`config.mk`:
```
export PLATFORM = sky130hd
export DESIGN_NAME = number_to_word_codes_top
export DESIGN_NICKNAME = d
export VERILOG_FILES = /design/src/sv/ntwc_pkg.sv /design/src/sv/ntwc_front.sv /design/src/sv/ntwc_queue.sv /design/src/sv/ntwc_back.sv /design/src/sv/number_to_word_codes_top.sv
export SDC_FILE = /design/constraint.sdc
export NUM_CORES = 1
export LEC_CHECK = 0
export ABC_CLOCK_PERIOD_IN_PS = 14200
export BUFFER_PORTS_ARGS = -buffer_cell sky130_fd_sc_hd__buf_2
export CORE_ASPECT_RATIO = 1.5
export CORE_MARGIN = 2
export CORE_UTILIZATION = 55
export CTS_CLUSTER_DIAMETER = 120
export DETAILED_ROUTE_END_ITERATION = 12
export PLACE_DENSITY = 0.79
export SLEW_MARGIN = 10
export SYNTH_ARGS = -nofsm -noshare
export SYNTH_HDL_FRONTEND = slang
export SYNTH_SLANG_ARGS = --single-unit
```
`constraint.sdc`:
```
create_clock -name clk -period 14.2 [get_ports clk]
set_input_delay 2.13 -clock clk [delete_from_list [all_inputs] [get_ports clk]]
set_output_delay 2.13 -clock clk [all_outputs]
set_load 0.01 [all_outputs]
```
`src/sv/ntwc_pkg.sv`:
```
// Shared types and constants for the number to word codes block.
// Used by ntwc_front, ntwc_queue, ntwc_back and number_to_word_codes_top.
package ntwc_pkg;

  // Input and output field geometry.
  localparam int VALUE_W    = 31;
  localparam int LEN_W      = 4;
  localparam int OP_W       = 2;
  localparam int CODE_W     = 6;
  localparam int DATA_IN_W  = 40;
  localparam int DATA_OUT_W = 8;
  localparam int LEN_LSB    = 31;
  localparam int LZ_BIT     = 35;

  // Operation codes.
  localparam logic [OP_W-1:0] OP_CARDINAL = 2'd0;
  localparam logic [OP_W-1:0] OP_ORDINAL  = 2'd1;
  localparam logic [OP_W-1:0] OP_YEAR     = 2'd2;

  // Year mode treats tokens up to this many characters as years.
  localparam logic [LEN_W-1:0] YEAR_MAX_LEN   = 4'd4;
  localparam logic [LEN_W-1:0] YEAR_SHORT_LEN = 4'd2;

  // Word codes.
  localparam logic [CODE_W-1:0] WORD_ZERO     = 6'd0;
  localparam logic [CODE_W-1:0] WORD_TEN      = 6'd10;
  localparam logic [CODE_W-1:0] WORD_TWENTY   = 6'd20;
  localparam logic [CODE_W-1:0] WORD_HUNDRED  = 6'd28;
  localparam logic [CODE_W-1:0] WORD_THOUSAND = 6'd29;
  localparam logic [CODE_W-1:0] WORD_MILLION  = 6'd30;
  localparam logic [CODE_W-1:0] WORD_AND      = 6'd31;
  localparam logic [CODE_W-1:0] WORD_MINUS    = 6'd32;
  localparam logic [CODE_W-1:0] WORD_O        = 6'd33;

  // Binary to BCD conversion, two bits per cycle.
  localparam int DIGITS      = 10;
  localparam int BCD_W       = 4 * DIGITS;
  localparam int CONV_STEPS  = 16;
  localparam int SHIFT_W     = 2 * CONV_STEPS;

  // The spoken core is up to four groups of three digits.
  localparam int GROUPS       = 4;
  localparam int CORE_DIGITS  = 3 * GROUPS;
  localparam int SUFFIX_WORDS = 3;

  // Word slots: blocks of eight, lowest index spoken first.
  localparam int SLOT_W      = 6;
  localparam int SLOT_STRIDE = 8;
  localparam int NUM_SLOTS   = 43;

  localparam logic [2:0] BLK_HEAD   = 3'd0;
  localparam logic [2:0] BLK_SUFFIX = 3'd5;

  // Offsets in the head block.
  localparam logic [2:0] OFF_PRE_O = 3'd0;
  localparam logic [2:0] OFF_MINUS = 3'd1;
  localparam logic [2:0] OFF_ZERO  = 3'd2;

  // Offsets in a group block.
  localparam logic [2:0] OFF_AND_T   = 3'd0;
  localparam logic [2:0] OFF_H       = 3'd1;
  localparam logic [2:0] OFF_HUNDRED = 3'd2;
  localparam logic [2:0] OFF_AND_H   = 3'd3;
  localparam logic [2:0] OFF_TU1     = 3'd4;
  localparam logic [2:0] OFF_TU2     = 3'd5;
  localparam logic [2:0] OFF_SCALE   = 3'd6;

  // Group that carries the million scale word.
  localparam logic [1:0] GROUP_MILLION = 2'd2;

  localparam int QUEUE_DEPTH = 2;

  // One classified number, ready for the word sequencer.
  typedef struct packed {
    logic [NUM_SLOTS-1:0]                  mask;
    logic [CORE_DIGITS-1:0][3:0]           core;
    logic [SUFFIX_WORDS-1:0][CODE_W-1:0]   suffix;
    logic                                  ordinal;
  } plan_t;

endpackage

```
`src/sv/ntwc_front.sv`:
```
// Front end: accepts a number, converts its magnitude to BCD and builds the word plan.
// Depends on ntwc_pkg.
module ntwc_front (
  input  logic                            clk,
  input  logic                            rst,
  input  logic                            in_valid,
  output logic                            in_ready,
  input  logic [ntwc_pkg::OP_W-1:0]       operation,
  input  logic [ntwc_pkg::VALUE_W-1:0]    number_value,
  input  logic [ntwc_pkg::LEN_W-1:0]      text_length,
  input  logic                            leading_zero,
  input  logic                            american_style,
  output logic                            push,
  input  logic                            full,
  output ntwc_pkg::plan_t                 plan
);

  typedef enum logic [1:0] {F_IDLE, F_CONV, F_PLAN} state_t;

  localparam int STEP_W = $clog2(ntwc_pkg::CONV_STEPS);

  state_t                             state;
  logic [STEP_W-1:0]                  step;
  logic [ntwc_pkg::SHIFT_W-1:0]       shifter;
  logic [ntwc_pkg::BCD_W-1:0]         bcd;
  logic [ntwc_pkg::OP_W-1:0]          op;
  logic                               neg;
  logic [ntwc_pkg::LEN_W-1:0]         len;
  logic                               lz;
  logic [ntwc_pkg::VALUE_W-1:0]       mag;

  // One double-dabble step: correct each digit, then shift in one bit.
  function automatic logic [ntwc_pkg::BCD_W-1:0] dabble(
    input logic [ntwc_pkg::BCD_W-1:0] b,
    input logic                       bit_in
  );
    logic [ntwc_pkg::BCD_W-1:0] a;
    a = b;
    for (int i = 0; i < ntwc_pkg::DIGITS; i++) begin
      if (a[4*i +: 4] >= 4'd5) begin
        a[4*i +: 4] = a[4*i +: 4] + 4'd3;
      end
    end
    return {a[ntwc_pkg::BCD_W-2:0], bit_in};
  endfunction

  assign mag = number_value[ntwc_pkg::VALUE_W-1] ? (~number_value + 1'b1) : number_value;

  always_ff @(posedge clk) begin
    if (rst) begin
      state <= F_IDLE;
      step  <= '0;
    end else begin
      case (state)
        F_IDLE: begin
          if (in_valid) begin
            op      <= operation;
            neg     <= number_value[ntwc_pkg::VALUE_W-1];
            len     <= text_length;
            lz      <= leading_zero;
            shifter <= {{(ntwc_pkg::SHIFT_W - ntwc_pkg::VALUE_W){1'b0}}, mag};
            bcd     <= '0;
            step    <= '0;
            state   <= F_CONV;
          end
        end
        F_CONV: begin
          bcd     <= dabble(dabble(bcd, shifter[ntwc_pkg::SHIFT_W-1]),
                            shifter[ntwc_pkg::SHIFT_W-2]);
          shifter <= {shifter[ntwc_pkg::SHIFT_W-3:0], 2'b00};
          step    <= step + 1'b1;
          if (step == STEP_W'(ntwc_pkg::CONV_STEPS - 1)) begin
            state <= F_PLAN;
          end
        end
        F_PLAN: begin
          if (!full) begin
            state <= F_IDLE;
          end
        end
        default: state <= F_IDLE;
      endcase
    end
  end

  assign in_ready = (state == F_IDLE);
  assign push     = (state == F_PLAN) && !full;

  // Classification of the converted number into word slots.
  always_comb begin : plan_build
    logic [ntwc_pkg::DIGITS-1:0][3:0]                      d;
    logic [ntwc_pkg::CORE_DIGITS-1:0][3:0]                 core;
    logic [ntwc_pkg::SUFFIX_WORDS-1:0][ntwc_pkg::CODE_W-1:0] suf;
    logic [ntwc_pkg::SUFFIX_WORDS-1:0]                     suf_en;
    logic [ntwc_pkg::GROUPS-1:0]                           grp_nz;
    logic [ntwc_pkg::NUM_SLOTS-1:0]                        mask;
    logic                                                  pre_o;
    logic                                                  pre_minus;
    logic                                                  core_en;
    logic                                                  mag_zero;
    logic                                                  below100;
    logic [3:0]                                            h;
    logic [3:0]                                            t;
    logic [3:0]                                            u;
    int                                                    base;

    d         = bcd;
    mag_zero  = (bcd == '0);
    below100  = (d[ntwc_pkg::DIGITS-1:2] == '0);
    core      = '0;
    core[ntwc_pkg::DIGITS-1:0] = d;
    suf       = '0;
    suf_en    = '0;
    pre_o     = 1'b0;
    pre_minus = neg;
    core_en   = 1'b1;

    if (op == ntwc_pkg::OP_YEAR && len <= ntwc_pkg::YEAR_MAX_LEN) begin
      if (lz && len == ntwc_pkg::YEAR_SHORT_LEN) begin
        pre_o = 1'b1;
        if (mag_zero) begin
          core_en   = 1'b0;
          suf[0]    = ntwc_pkg::WORD_O;
          suf_en[0] = 1'b1;
        end
      end else if (!neg && !below100) begin
        if (d[2] == 4'd0 && d[1] == 4'd0) begin
          // Whole thousands, possibly with a single unit after "and".
          core = '0;
          core[ntwc_pkg::DIGITS-4:0] = d[ntwc_pkg::DIGITS-1:3];
          suf[0]    = ntwc_pkg::WORD_THOUSAND;
          suf_en[0] = 1'b1;
          if (d[0] != 4'd0) begin
            suf[1]    = ntwc_pkg::WORD_AND;
            suf[2]    = {2'b00, d[0]};
            suf_en[1] = 1'b1;
            suf_en[2] = 1'b1;
          end
        end else begin
          core = '0;
          core[ntwc_pkg::DIGITS-3:0] = d[ntwc_pkg::DIGITS-1:2];
          suf_en[0] = 1'b1;
          if (d[1] == 4'd0 && d[0] == 4'd0) begin
            suf[0] = ntwc_pkg::WORD_HUNDRED;
          end else if (d[1] == 4'd0) begin
            suf[0]    = ntwc_pkg::WORD_O;
            suf[1]    = {2'b00, d[0]};
            suf_en[1] = 1'b1;
          end else if (d[1] == 4'd1) begin
            suf[0] = ntwc_pkg::WORD_TEN + {2'b00, d[0]};
          end else begin
            suf[0] = ntwc_pkg::WORD_TWENTY + {2'b00, d[1]} - 6'd2;
            if (d[0] != 4'd0) begin
              suf[1]    = {2'b00, d[0]};
              suf_en[1] = 1'b1;
            end
          end
        end
      end
    end

    for (int g = 0; g < ntwc_pkg::GROUPS; g++) begin
      grp_nz[g] = core_en && ({core[3*g+2], core[3*g+1], core[3*g]} != 12'd0);
    end

    mask = '0;
    mask[int'(ntwc_pkg::BLK_HEAD) * ntwc_pkg::SLOT_STRIDE + int'(ntwc_pkg::OFF_PRE_O)] = pre_o;
    mask[int'(ntwc_pkg::BLK_HEAD) * ntwc_pkg::SLOT_STRIDE + int'(ntwc_pkg::OFF_MINUS)] = pre_minus;
    mask[int'(ntwc_pkg::BLK_HEAD) * ntwc_pkg::SLOT_STRIDE + int'(ntwc_pkg::OFF_ZERO)] =
      core_en && (core == '0);

    for (int g = 0; g < ntwc_pkg::GROUPS; g++) begin
      h    = core[3*g+2];
      t    = core[3*g+1];
      u    = core[3*g];
      base = (ntwc_pkg::GROUPS - g) * ntwc_pkg::SLOT_STRIDE;
      mask[base + int'(ntwc_pkg::OFF_H)]       = core_en && (h != 4'd0);
      mask[base + int'(ntwc_pkg::OFF_HUNDRED)] = core_en && (h != 4'd0);
      mask[base + int'(ntwc_pkg::OFF_AND_H)]   = core_en && (h != 4'd0) &&
                                                 ({t, u} != 8'd0) && !american_style;
      mask[base + int'(ntwc_pkg::OFF_TU1)]     = core_en && ({t, u} != 8'd0);
      mask[base + int'(ntwc_pkg::OFF_TU2)]     = core_en && (t >= 4'd2) && (u != 4'd0);
    end

    // "And" after a thousand when the following group is below one hundred.
    mask[(ntwc_pkg::GROUPS - 2) * ntwc_pkg::SLOT_STRIDE + int'(ntwc_pkg::OFF_AND_T)] =
      grp_nz[3] && grp_nz[2] && (core[8] == 4'd0);
    mask[ntwc_pkg::GROUPS * ntwc_pkg::SLOT_STRIDE + int'(ntwc_pkg::OFF_AND_T)] =
      grp_nz[1] && grp_nz[0] && (core[2] == 4'd0);

    // Scale words: thousand within the million count, million, thousand.
    mask[(ntwc_pkg::GROUPS - 3) * ntwc_pkg::SLOT_STRIDE + int'(ntwc_pkg::OFF_SCALE)] = grp_nz[3];
    mask[(ntwc_pkg::GROUPS - 2) * ntwc_pkg::SLOT_STRIDE + int'(ntwc_pkg::OFF_SCALE)] =
      grp_nz[3] || grp_nz[2];
    mask[(ntwc_pkg::GROUPS - 1) * ntwc_pkg::SLOT_STRIDE + int'(ntwc_pkg::OFF_SCALE)] = grp_nz[1];

    for (int k = 0; k < ntwc_pkg::SUFFIX_WORDS; k++) begin
      mask[int'(ntwc_pkg::BLK_SUFFIX) * ntwc_pkg::SLOT_STRIDE + k] = suf_en[k];
    end

    plan.mask    = mask;
    plan.core    = core;
    plan.suffix  = suf;
    plan.ordinal = (op == ntwc_pkg::OP_ORDINAL);
  end

endmodule

```
`src/sv/ntwc_queue.sv`:
```
// Short queue of word plans between the front end and the word sequencer.
// Depends on ntwc_pkg for the plan type.
module ntwc_queue #(
  parameter int DEPTH = ntwc_pkg::QUEUE_DEPTH
) (
  input  logic            clk,
  input  logic            rst,
  input  logic            push,
  input  ntwc_pkg::plan_t push_data,
  output logic            full,
  input  logic            pop,
  output ntwc_pkg::plan_t head,
  output logic            not_empty
);

  localparam int PTR_W = (DEPTH > 1) ? $clog2(DEPTH) : 1;
  localparam int CNT_W = $clog2(DEPTH + 1);

  ntwc_pkg::plan_t    entries [DEPTH];
  logic [PTR_W-1:0]   wr_ptr;
  logic [PTR_W-1:0]   rd_ptr;
  logic [CNT_W-1:0]   count;

  assign full      = (count == CNT_W'(DEPTH));
  assign not_empty = (count != '0);
  assign head      = entries[rd_ptr];

  always_ff @(posedge clk) begin
    if (rst) begin
      wr_ptr <= '0;
      rd_ptr <= '0;
      count  <= '0;
    end else begin
      if (push) begin
        wr_ptr <= (wr_ptr == PTR_W'(DEPTH - 1)) ? '0 : wr_ptr + 1'b1;
      end
      if (pop) begin
        rd_ptr <= (rd_ptr == PTR_W'(DEPTH - 1)) ? '0 : rd_ptr + 1'b1;
      end
      case ({push, pop})
        2'b10:   count <= count + 1'b1;
        2'b01:   count <= count - 1'b1;
        default: count <= count;
      endcase
    end
  end

  always_ff @(posedge clk) begin
    if (push) begin
      entries[wr_ptr] <= push_data;
    end
  end

endmodule

```
`src/sv/ntwc_back.sv`:
```
// Word sequencer: walks the enabled slots of a plan and delivers one word per transfer.
// Depends on ntwc_pkg.
module ntwc_back (
  input  logic                          clk,
  input  logic                          rst,
  input  logic                          q_valid,
  output logic                          q_pop,
  input  ntwc_pkg::plan_t               q_head,
  output logic                          out_valid,
  input  logic                          out_ready,
  output logic [ntwc_pkg::CODE_W-1:0]   out_code,
  output logic                          out_ordinal,
  output logic                          out_last
);

  logic                                                    busy;
  logic [ntwc_pkg::NUM_SLOTS-1:0]                          mask;
  logic [ntwc_pkg::CORE_DIGITS-1:0][3:0]                   core;
  logic [ntwc_pkg::SUFFIX_WORDS-1:0][ntwc_pkg::CODE_W-1:0] suffix;
  logic                                                    ordinal;

  logic [ntwc_pkg::NUM_SLOTS-1:0]        onehot;
  logic [ntwc_pkg::NUM_SLOTS-1:0]        rest;
  logic [ntwc_pkg::SLOT_W-1:0]           idx;
  logic [2:0]                            blk;
  logic [2:0]                            off;
  logic [1:0]                            grp;
  logic [ntwc_pkg::GROUPS-1:0][2:0][3:0] grp_digits;
  logic [3:0]                            h;
  logic [3:0]                            t;
  logic [3:0]                            u;
  logic [ntwc_pkg::CODE_W-1:0]           tu_code;
  logic [ntwc_pkg::CODE_W-1:0]           code;
  logic                                  last;
  logic                                  adv;
  logic                                  load;

  // Lowest enabled slot is the next word; the word is last when nothing else remains.
  assign onehot = mask & (~mask + 1'b1);
  assign rest   = mask & ~onehot;
  assign last   = (rest == '0);

  always_comb begin
    idx = '0;
    for (int i = 0; i < ntwc_pkg::NUM_SLOTS; i++) begin
      if (onehot[i]) begin
        idx = idx | ntwc_pkg::SLOT_W'(i);
      end
    end
  end

  assign blk        = idx[ntwc_pkg::SLOT_W-1:3];
  assign off        = idx[2:0];
  assign grp        = 2'(3'(ntwc_pkg::GROUPS) - blk);
  assign grp_digits = core;
  assign h          = grp_digits[grp][2];
  assign t          = grp_digits[grp][1];
  assign u          = grp_digits[grp][0];

  always_comb begin
    if (t == 4'd0) begin
      tu_code = {2'b00, u};
    end else if (t == 4'd1) begin
      tu_code = ntwc_pkg::WORD_TEN + {2'b00, u};
    end else begin
      tu_code = ntwc_pkg::WORD_TWENTY + {2'b00, t} - 6'd2;
    end
  end

  always_comb begin
    case (blk)
      ntwc_pkg::BLK_HEAD: begin
        case (off)
          ntwc_pkg::OFF_PRE_O: code = ntwc_pkg::WORD_O;
          ntwc_pkg::OFF_MINUS: code = ntwc_pkg::WORD_MINUS;
          default:             code = ntwc_pkg::WORD_ZERO;
        endcase
      end
      ntwc_pkg::BLK_SUFFIX: begin
        case (off)
          3'd0:    code = suffix[0];
          3'd1:    code = suffix[1];
          default: code = suffix[2];
        endcase
      end
      default: begin
        case (off)
          ntwc_pkg::OFF_AND_T:   code = ntwc_pkg::WORD_AND;
          ntwc_pkg::OFF_H:       code = {2'b00, h};
          ntwc_pkg::OFF_HUNDRED: code = ntwc_pkg::WORD_HUNDRED;
          ntwc_pkg::OFF_AND_H:   code = ntwc_pkg::WORD_AND;
          ntwc_pkg::OFF_TU1:     code = tu_code;
          ntwc_pkg::OFF_TU2:     code = {2'b00, u};
          ntwc_pkg::OFF_SCALE:   code = (grp == ntwc_pkg::GROUP_MILLION) ?
                                        ntwc_pkg::WORD_MILLION : ntwc_pkg::WORD_THOUSAND;
          default:               code = ntwc_pkg::WORD_ZERO;
        endcase
      end
    endcase
  end

  assign adv   = busy && (!out_valid || out_ready);
  assign load  = q_valid && (!busy || (adv && last));
  assign q_pop = load;

  always_ff @(posedge clk) begin
    if (rst) begin
      busy      <= 1'b0;
      out_valid <= 1'b0;
    end else begin
      if (adv) begin
        out_valid   <= 1'b1;
        out_code    <= code;
        out_ordinal <= ordinal && last;
        out_last    <= last;
      end else if (out_valid && out_ready) begin
        out_valid <= 1'b0;
      end
      // A new plan replaces the finished one in the same cycle as its last word.
      if (load) begin
        busy    <= 1'b1;
        mask    <= q_head.mask;
        core    <= q_head.core;
        suffix  <= q_head.suffix;
        ordinal <= q_head.ordinal;
      end else if (adv) begin
        mask <= rest;
        if (last) begin
          busy <= 1'b0;
        end
      end
    end
  end

endmodule

```
`src/sv/number_to_word_codes_top.sv`:
```
// Top level of the number to word codes block: configuration register and the three parts.
// Depends on ntwc_pkg, ntwc_front, ntwc_queue and ntwc_back.
//
// Usage. Each transfer on the slave stream carries one numeric token: its value as a
// signed integer, its written length and a leading-zero flag in tdata, and the reading
// mode (cardinal, ordinal or year) in tuser. The master stream then delivers the English
// words of that number, one word code per transfer, in speaking order. The final word of
// the number is marked by tlast, and tuser is set on it when the number is an ordinal.
// Every token gives at least one word and at most eighteen.
// Timing. The front end accepts a token, converts it from binary to BCD at two bits per
// cycle, and then classifies it into a word plan. The word sequencer delivers one word
// per cycle while it holds a plan and the receiver is ready. The queue between the two
// parts lets the front end convert the next token while the sequencer is still
// delivering words of an earlier one.
// Reset clears the queue, the sequencer and the register (British style). When the
// receiver holds tready low the current word waits in the output register. The slave
// side's tready is low from each transfer until the front end has handed its plan on, and
// once the queue is full it stays low until room appears, so no word is ever lost.
// The style register may be written only while no token is in flight.
module number_to_word_codes_top #(
  parameter int QUEUE_DEPTH = ntwc_pkg::QUEUE_DEPTH
) (
  input  logic                               clk,
  input  logic                               rst,
  input  logic                               cfg_wr_en,
  input  logic                               cfg_wr_data,
  input  logic                               s_axis_tvalid,
  output logic                               s_axis_tready,
  // number_value [30:0], text_length [34:31], leading_zero [35], zero fill [39:36]
  input  logic [ntwc_pkg::DATA_IN_W-1:0]     s_axis_tdata,
  // operation [1:0]
  input  logic [ntwc_pkg::OP_W-1:0]          s_axis_tuser,
  output logic                               m_axis_tvalid,
  input  logic                               m_axis_tready,
  // word_code [5:0], zero fill [7:6]
  output logic [ntwc_pkg::DATA_OUT_W-1:0]    m_axis_tdata,
  // ordinal_form [0]
  output logic                               m_axis_tuser,
  // last_word
  output logic                               m_axis_tlast
);

  logic                               american_style;
  logic                               push;
  logic                               full;
  logic                               pop;
  logic                               not_empty;
  ntwc_pkg::plan_t                    push_plan;
  ntwc_pkg::plan_t                    head_plan;
  logic [ntwc_pkg::CODE_W-1:0]        word_code;

  // Style register: set for American English, which drops "and" after "hundred".
  always_ff @(posedge clk) begin
    if (rst) begin
      american_style <= 1'b0;
    end else if (cfg_wr_en) begin
      american_style <= cfg_wr_data;
    end
  end

  ntwc_front u_front (
    .clk            (clk),
    .rst            (rst),
    .in_valid       (s_axis_tvalid),
    .in_ready       (s_axis_tready),
    .operation      (s_axis_tuser),
    .number_value   (s_axis_tdata[ntwc_pkg::VALUE_W-1:0]),
    .text_length    (s_axis_tdata[ntwc_pkg::LEN_LSB +: ntwc_pkg::LEN_W]),
    .leading_zero   (s_axis_tdata[ntwc_pkg::LZ_BIT]),
    .american_style (american_style),
    .push           (push),
    .full           (full),
    .plan           (push_plan)
  );

  ntwc_queue #(
    .DEPTH (QUEUE_DEPTH)
  ) u_queue (
    .clk       (clk),
    .rst       (rst),
    .push      (push),
    .push_data (push_plan),
    .full      (full),
    .pop       (pop),
    .head      (head_plan),
    .not_empty (not_empty)
  );

  ntwc_back u_back (
    .clk         (clk),
    .rst         (rst),
    .q_valid     (not_empty),
    .q_pop       (pop),
    .q_head      (head_plan),
    .out_valid   (m_axis_tvalid),
    .out_ready   (m_axis_tready),
    .out_code    (word_code),
    .out_ordinal (m_axis_tuser),
    .out_last    (m_axis_tlast)
  );

  assign m_axis_tdata = {{(ntwc_pkg::DATA_OUT_W - ntwc_pkg::CODE_W){1'b0}}, word_code};

endmodule
```
# Word level (Yosys, flattened, before mapping)
# Memories as Yosys holds them, arrays and structs flattened. A register that Yosys moved wholly into a read port is not among the register bits.
# Index checks and enable logic that the tools add are counted.
dict set report op_classes {
  n_addsub 34
  n_mul 0
  n_div 0
  order_cmp 26
  n_eq_ne 22
  n_shift 0
  muxes 338
  bitwise_logic 6
  reduce_logical 105
}
# cell n
set ops {}
lappend ops {{two-way mux 48 bit} 11}
lappend ops {{two-way mux 6 bit} 59}
lappend ops {{two-way mux 4 bit} 72}
lappend ops {{two-way mux 43 bit} 5}
lappend ops {{two-way mux 12 bit} 17}
lappend ops {{two-way mux 32 bit} 5}
lappend ops {{two-way mux 40 bit} 4}
lappend ops {{two-way mux 18 bit} 6}
lappend ops {{two-way mux 1 bit} 87}
lappend ops {{AND 43 bit} 2}
lappend ops {{NOT 43 bit} 2}
lappend ops {{>= comparator 4 x 3 -> 1 bit, second input constant} 20}
lappend ops {{two-way mux 5 bit} 16}
lappend ops {{case mux 40 bit (2 select lines)} 1}
lappend ops {{adder 4 x 2 -> 4 bit, second input constant} 18}
lappend ops {{case mux 32 bit (2 select lines)} 1}
lappend ops {{two-way mux 2 bit} 30}
lappend ops {{logical NOT 48 bit} 1}
lappend ops {{nonzero test 12 bit} 4}
lappend ops {{logical AND 1 bit} 44}
lappend ops {{adder 43 x 1 -> 43 bit, second input constant} 1}
lappend ops {{logical NOT 43 bit} 1}
lappend ops {{two-way mux 3 bit} 14}
lappend ops {{logical NOT 40 bit} 1}
lappend ops {{46 further kinds} 109}
dict set report totals {
  register_bits 211
  latch_bits 0
  ram_bits 196
  mem_bits_ro 0
  output_inout_bits 12
  wordCells 566
  n_memories 1
}
# memory depth word_bits rd rd_clocked_by_memory_dff wr line_no
set memory_table {}
lappend memory_table {u_queue.entries 2 98 1 1 1 ntwc_queue.sv:19} ;# ntwc_pkg::plan_t entries [DEPTH];

# Depth between registers and ports, before layout
dict set report depth {
  ltp_word 58
  depth_mapped 17
  ltp_nobuf 14
}

# Cells and area by module
# A second synthesis with hierarchy kept.
dict set report unflattened {
  hier_cells 1868
  hier_area_um2 22541.6
}
# mod n_inst cells_per_inst area_per_inst_um2 seq_area_each_um2
set by_module_without_submodules {}
lappend by_module_without_submodules {ntwc_queue 1 364 8137.8 6706.4}
lappend by_module_without_submodules {ntwc_front 1 939 7761.2 2522.4}
lappend by_module_without_submodules {ntwc_back 1 559 6590.1 3583.4}
lappend by_module_without_submodules {number_to_word_codes_top 1 6 52.6 20.0}

# Worst setup path before layout
# Ideal clock, no wire load.
dict set report synth_path {
  path_type {register to register}
  startpoint {register u_front.state[0]}
  endpoint {memory u_queue.entries[0][0] (netlist name) (enable)}
  setup_time_ns 0.610
  t_arrival_ns 5.961
  t_required_ns 13.590
  slack_ns 7.629
  path_stages_with_launch 4
  path_cell_list {dfxtp_1 clkbuf_1 nand2b_1 nor3_1}
}
dict set report synth_via {
  elab_chain_len 4
}
# element line_no
set synth_rtl {}
lappend synth_rtl {{start, declared} ntwc_front.sv:22} ;# state_t state;
lappend synth_rtl {{start signal, assigned} ntwc_front.sv:51} ;# state <= F_IDLE;
lappend synth_rtl {{start signal, assigned} ntwc_front.sv:64} ;# state <= F_CONV;
lappend synth_rtl {{start signal, assigned} ntwc_front.sv:73} ;# state <= F_PLAN;
lappend synth_rtl {{== test 2 bit} ntwc_front.sv:87} ;# assign push = (state == F_PLAN) && !full;
lappend synth_rtl {{logical AND 1 bit} ntwc_front.sv:87}
lappend synth_rtl {{two-way mux 1 bit} ntwc_queue.sv:49} ;# if (push) begin
lappend synth_rtl {{two-way mux 1 bit (implied by the code)} ntwc_queue.sv:50} ;# entries[wr_ptr] <= push_data;
lappend synth_rtl {{end, declared} ntwc_queue.sv:19}
# No other way between the ends.

# Final worst setup path
dict set report layout_path {
  startpoint {register u_back.mask[15] (netlist name)}
  endpoint {register u_back.out_code[3] (netlist name) (data pin)}
}
dict set report layout_via {
  elab_chain_len 44
  word_cells_on_any_way 59
  cone_classes {add/sub (5); eq/ne (8); mux (40); bitwise (2); reduce/logical (4)}
}
# element line_no
set layout_rtl {}
lappend layout_rtl {{start, declared} ntwc_back.sv:17} ;# logic [ntwc_pkg::NUM_SLOTS-1:0] mask;
lappend layout_rtl {{start signal, assigned} ntwc_back.sv:122} ;# mask <= q_head.mask;
lappend layout_rtl {{start signal, assigned} ntwc_back.sv:127} ;# mask <= rest;
lappend layout_rtl {{NOT 43 bit} ntwc_back.sv:39} ;# assign onehot = mask & (~mask + 1'b1);
lappend layout_rtl {{adder 43 x 1 -> 43 bit} ntwc_back.sv:39}
lappend layout_rtl {{AND 43 bit (*)} ntwc_back.sv:39}
lappend layout_rtl {{two-way mux 4 bit} ntwc_back.sv:46} ;# if (onehot[i]) begin
lappend layout_rtl {{two-way mux 5 bit (16 in series)} ntwc_back.sv:46}
lappend layout_rtl {{two-way mux 6 bit (10 in series)} ntwc_back.sv:46}
lappend layout_rtl {{two-way mux 6 bit (*)} ntwc_back.sv:46}
lappend layout_rtl {{subtractor 1 x 2 -> 2 bit} ntwc_back.sv:54} ;# assign grp = 2'(3'(ntwc_pkg::GROUPS) - blk);
lappend layout_rtl {{[4 not listed]} -}
lappend layout_rtl {{two-way mux 6 bit} ntwc_back.sv:63} ;# end else if (t == 4'd1) begin
lappend layout_rtl {{two-way mux 6 bit (2 in series)} ntwc_back.sv:61} ;# if (t == 4'd0) begin
lappend layout_rtl {{case mux 6 bit (6 select lines)} ntwc_back.sv:87} ;# case (off)
lappend layout_rtl {{two-way mux 6 bit} ntwc_back.sv:71} ;# case (blk)
lappend layout_rtl {{case mux 6 bit (2 select lines) (*)} ntwc_back.sv:71}
lappend layout_rtl {{via u_back.code, one bit} ntwc_back.sv:33} ;# logic [ntwc_pkg::CODE_W-1:0] code;
lappend layout_rtl {{two-way mux 6 bit (*)} ntwc_back.sv:111} ;# if (adv) begin
lappend layout_rtl {{two-way mux 6 bit (*)} ntwc_back.sv:107} ;# if (rst) begin
lappend layout_rtl {{end signal, assigned} ntwc_back.sv:113} ;# out_code <= code;
lappend layout_rtl {{end, declared} ntwc_back.sv:11} ;# output logic [ntwc_pkg::CODE_W-1:0] out_code,
# The timed path passes the listed nets; every way through them passes the cells marked *. The select of a mux whose other input is x is not followed.
# A chain may end at the register's enable or synchronous reset.

==> metrics.md <==
| Metric | Value |
|---|---|
| # clock sinks | `357` |
| CP Cell Sequence | `nor3_1 > and3_1 > nand4_1 > a2111oi_0 > a211o_1 > or2_1 > ha_1 > or4_1 > o211ai_1 > ha_1 > ha_1 > mux2i_1 > o211ai_1` |
| WP data arrival | `5.96 ns` |
| Die area | `36100 sq um` |
| Clock share of power | `39.2%` |
| Htree depth | `2` |
| IO Pins | `60` |
| YS warnings | `0` |
| Critical Path Start | `u_back.mask[15]` |
| Seq cells post-synth | `357` |
| Power Density | `111 nW/um^2` |
| Fin nets | `1812` |
| DP HPWL | `30800 um` |
| Skew-Pair Late Insertion Delay | `0.53 ns` |
| EDFF count, synth | `343` |
| Worst slew pin tran | `1.21 ns` |
| Core area | `34200 sq um` |
| Total grt overflow | `0` |
| Comb pwr share | `9.0%` |
| Internal | `1.77 mW` |
| Routed Antenna Nets | `0` |
| Seq pwr share | `51.8%` |
| Met1 usage | `26.1%` |
| Max Cap Violations | `0` |
| Peak supply drop | `0.0683 mV` |
| CP max-delay cell | `a2111oi_0` |
| CP peak stage delay | `1.05 ns` |
| Multiplexer share of the synthesized area | `6.53%` |
| Setup_tns | `0 ns` |
| Max Root-Sink Buffers | `3` |
| Post-synth top area share | `54.1%` |
| Reg-to-Reg End | `u_back.out_code[3]` |
| Overall Power | `2.31 mW` |
| Hold WS | `0.513 ns` |
| Crit path kind | `reg2reg` |
| Min Tclk post-route | `5.71 ns` |
| Setup crit end kind | `register` |
| Yosys top cell by area | `edfxtp_1` |
| Yosys cell types | `80` |
| P_leak | `7.20 nW` |
| Setup Buffers After CTS | `0` |
| Setup ws final | `8.49 ns` |
| Seq/Total Area, Yosys | `55.6%` |
| Final setup viols | `0` |
| Final period utilization | `40.2%` |
| Ant. Diodes | `0` |
| Switching power | `539 uW` |
| M3 GR Usage | `2.89%` |
| GRT Max-Usage Layer | `met2` |
| First-pass GRT wire length | `67600 um` |
| Hold Path Stages | `2` |
| Antenna violations before repair | `0` |
| WL per Instance | `19.9 um` |
| Vias in the first global route | `12982` |
| Min-delay worst type | `reg2reg` |
| Worst-path fanout max | `26` |
| Final GP Congestion | `0.925` |
| Hold Fails Final Rpt | `0` |
| Largest net degree at the start of global routing | `77` |
| Starting Density | `55.7%` |
| TritonCTS clock tree | `yes` |
| CP required | `14.45 ns` |
| RSZ-0062 raised after global routing | `false` |
| Ys async rst share | `0%` |
| Reg2Reg Depth | `13` |
| Switching Fraction | `23.3%` |
| Pre-CTS setup slack | `8.58 ns` |
| Area Overhead vs Synth | `9.02%` |
| Synth Area in Adders | `4.00%` |
| Register-to-Register Setup Slack | `8.49 ns` |
| Most used DFF post-synth | `edfxtp_1` |
| Crit path capture | `u_back.out_code[3]` |
| Outcome | `complete, no violations` |
| Vias post-DR | `13355` |
| Hold buffer count at CTS | `0` |
| Vias/cell | `6.20` |
| Synth Area in Simple Gates | `16.6%` |
| Mapped Area | `19000 sq um` |
| Cells after Synth | `1679` |
| FF-to-FF Start | `u_back.mask[15]` |
| Fmax | `175 MHz` |
| Buffers on Ports | `53` |
| CP dominant cell by count | `ha_1` |
| Clock Skew | `0.0134 ns` |
| Initial drt markers | `899` |
| Crit path launch type | `register` |
| First-pass DRT Iterations | `5` |
| WL final | `43000 um` |
| XOR/XNOR share of the synthesized area | `2.44%` |
| Chip width | `156 um` |
| Compound-Gate Fraction of Synth Area | `11.5%` |
| Layout cells sized above 1 | `13.8%` |
| Syn Area/Cell | `11.3 sq um` |
| CTS resizes | `0` |
| Worst-path clk slew | `0.07 ns` |
| Die Ht | `232 um` |
| Top cells by area, synth | `edfxtp_1 54%, ha_1 3.9%, mux2_2 3.9%, nand2_1 2.8%, nor2_1 2.7%` |
| DRC Markers | `0` |
| Relative slew slack | `17.3%` |
| CTS buffer count | `35` |
| Row count | `83` |
| CTS root buffer | `clkbuf_16` |
| Largest family of logic cells by synthesized area | `simple AND/OR/NAND/NOR gates` |
| Gr usage total | `23.8%` |
| Fin. max-slew vios | `0` |
| GR Util met2 | `43.3%` |
-- kinds of logic (layout without fill, tap and decap cells) --
kind of cell	count (synthesis)	count (layout)
XOR/XNOR	53	53
AND/OR/NAND/NOR	598	598
multiplexers	111	111
flip-flops	357	357
AO/OA/AOI/OAI	348	348
adder cells (fa/ha/maj)	61	61
other	1	2
buffers and inverters	150	199
-- area by class of cell --
class	instances	area (sq um)
clock buffer	43	948
fill	2613	13400
multi-input combinational	1173	7890
inverter	68	258
clock inverter	19	160
sequential	357	10600
timing repair buffer	69	385
tap	425	532
-- state kept, by name (all words and copies together), names as in the netlist, 4 cells and up, named ones only --
signal           cells
u_queue.entries    156
u_back.mask         43
u_back.core         40
u_front.bcd         40
u_front.shifter     32
u_back.suffix       15
u_back.out_code      6
u_front.len          4
u_front.step         4
-- per-layer routing --
layer,vias up,part of all wire [%]
met5,-,0
met4,0,7.1
met3,145,4.0
met2,403,52
met1,6458,37
li1,6349,-
-- synth_stat cells, types with 5 or more instances --
library cell / instances
a31oi_1: 22
buf_2: 8
o211ai_1: 13
nand4_1: 29
or3_1: 18
a21boi_0: 12
o21ai_0: 95
a2111oi_0: 5
nand2b_1: 25
mux2_2: 66
clkbuf_1: 58
mux2i_1: 41
nand2_1: 141
a211oi_1: 18
nand3_1: 31
nor2_1: 139
ha_1: 60
buf_6: 6
nor4b_1: 5
a31o_2: 7
nor3b_1: 15
nor3_1: 46
dfxtp_1: 14
a21oi_1: 98
buf_1: 6
nand3b_1: 5
and2_1: 16
or4_1: 10
o31ai_1: 13
xnor2_1: 21
nor4_2: 7
o41ai_1: 5
a22oi_1: 5
o22ai_1: 5
xor2_1: 32
and3_1: 18
or2_2: 5
inv_1: 67
nor4_1: 36
nor2b_1: 34
a21o_1: 13
edfxtp_1: 343
-- power groups by stage --
stage	sequential (mW)	clock (mW)	combinational (mW)
2_1_floorplan	1.21	0	0.159
3_3_place_gp	1.22	0	0.194
3_5_place_dp	1.22	0	0.207
4_1_cts	1.20	0.923	0.208
5_1_grt	1.20	0.958	0.236
6_report	1.20	0.905	0.208
-- how the worst min path moves through the flow --
stage	startpoint	endpoint
finish	u_queue.rd_ptr	register
CTS	u_queue.rd_ptr	register
detailed placement	u_queue.rd_ptr	register
global placement	u_queue.rd_ptr	register
global route	u_front.shifter[16]	u_front.shifter[18]
floorplan	u_queue.rd_ptr	register
-- worst max-delay path: cells and delay by family, from the launching register on --
kind / cells / cell delay [ns]
AND/OR/NAND/NOR: 5 / 1.89
multiplexers: 1 / 0.13
adder cells (fa/ha/maj): 3 / 1.03
flip-flops: 1 / 0.57
AO/OA/AOI/OAI: 4 / 1.79
-- cell usage in the layout, fill, tap and decap left out, types with 41 or more instances in the layout --
cell	instances
edfxtp_1	343
nand2_1	141
nor2_1	137
a21oi_1	98
o21ai_0	95
inv_1	67
mux2_2	66
ha_1	60
buf_2	53
nor3_1	44
mux2i_1	41
-- metrics by stage --
step / utilization [%] / instance area [sq um] / cells
floorplan: - / 19000 / 1680
global placement: 57.5 / 19600 / 2092
detailed placement: 57.5 / 19600 / 2092
CTS: 60.7 / 20800 / 2154
global route: 60.7 / 20800 / 2154
finish: 60.7 / 20800 / 2154
(Power assumes the default switching activity.)
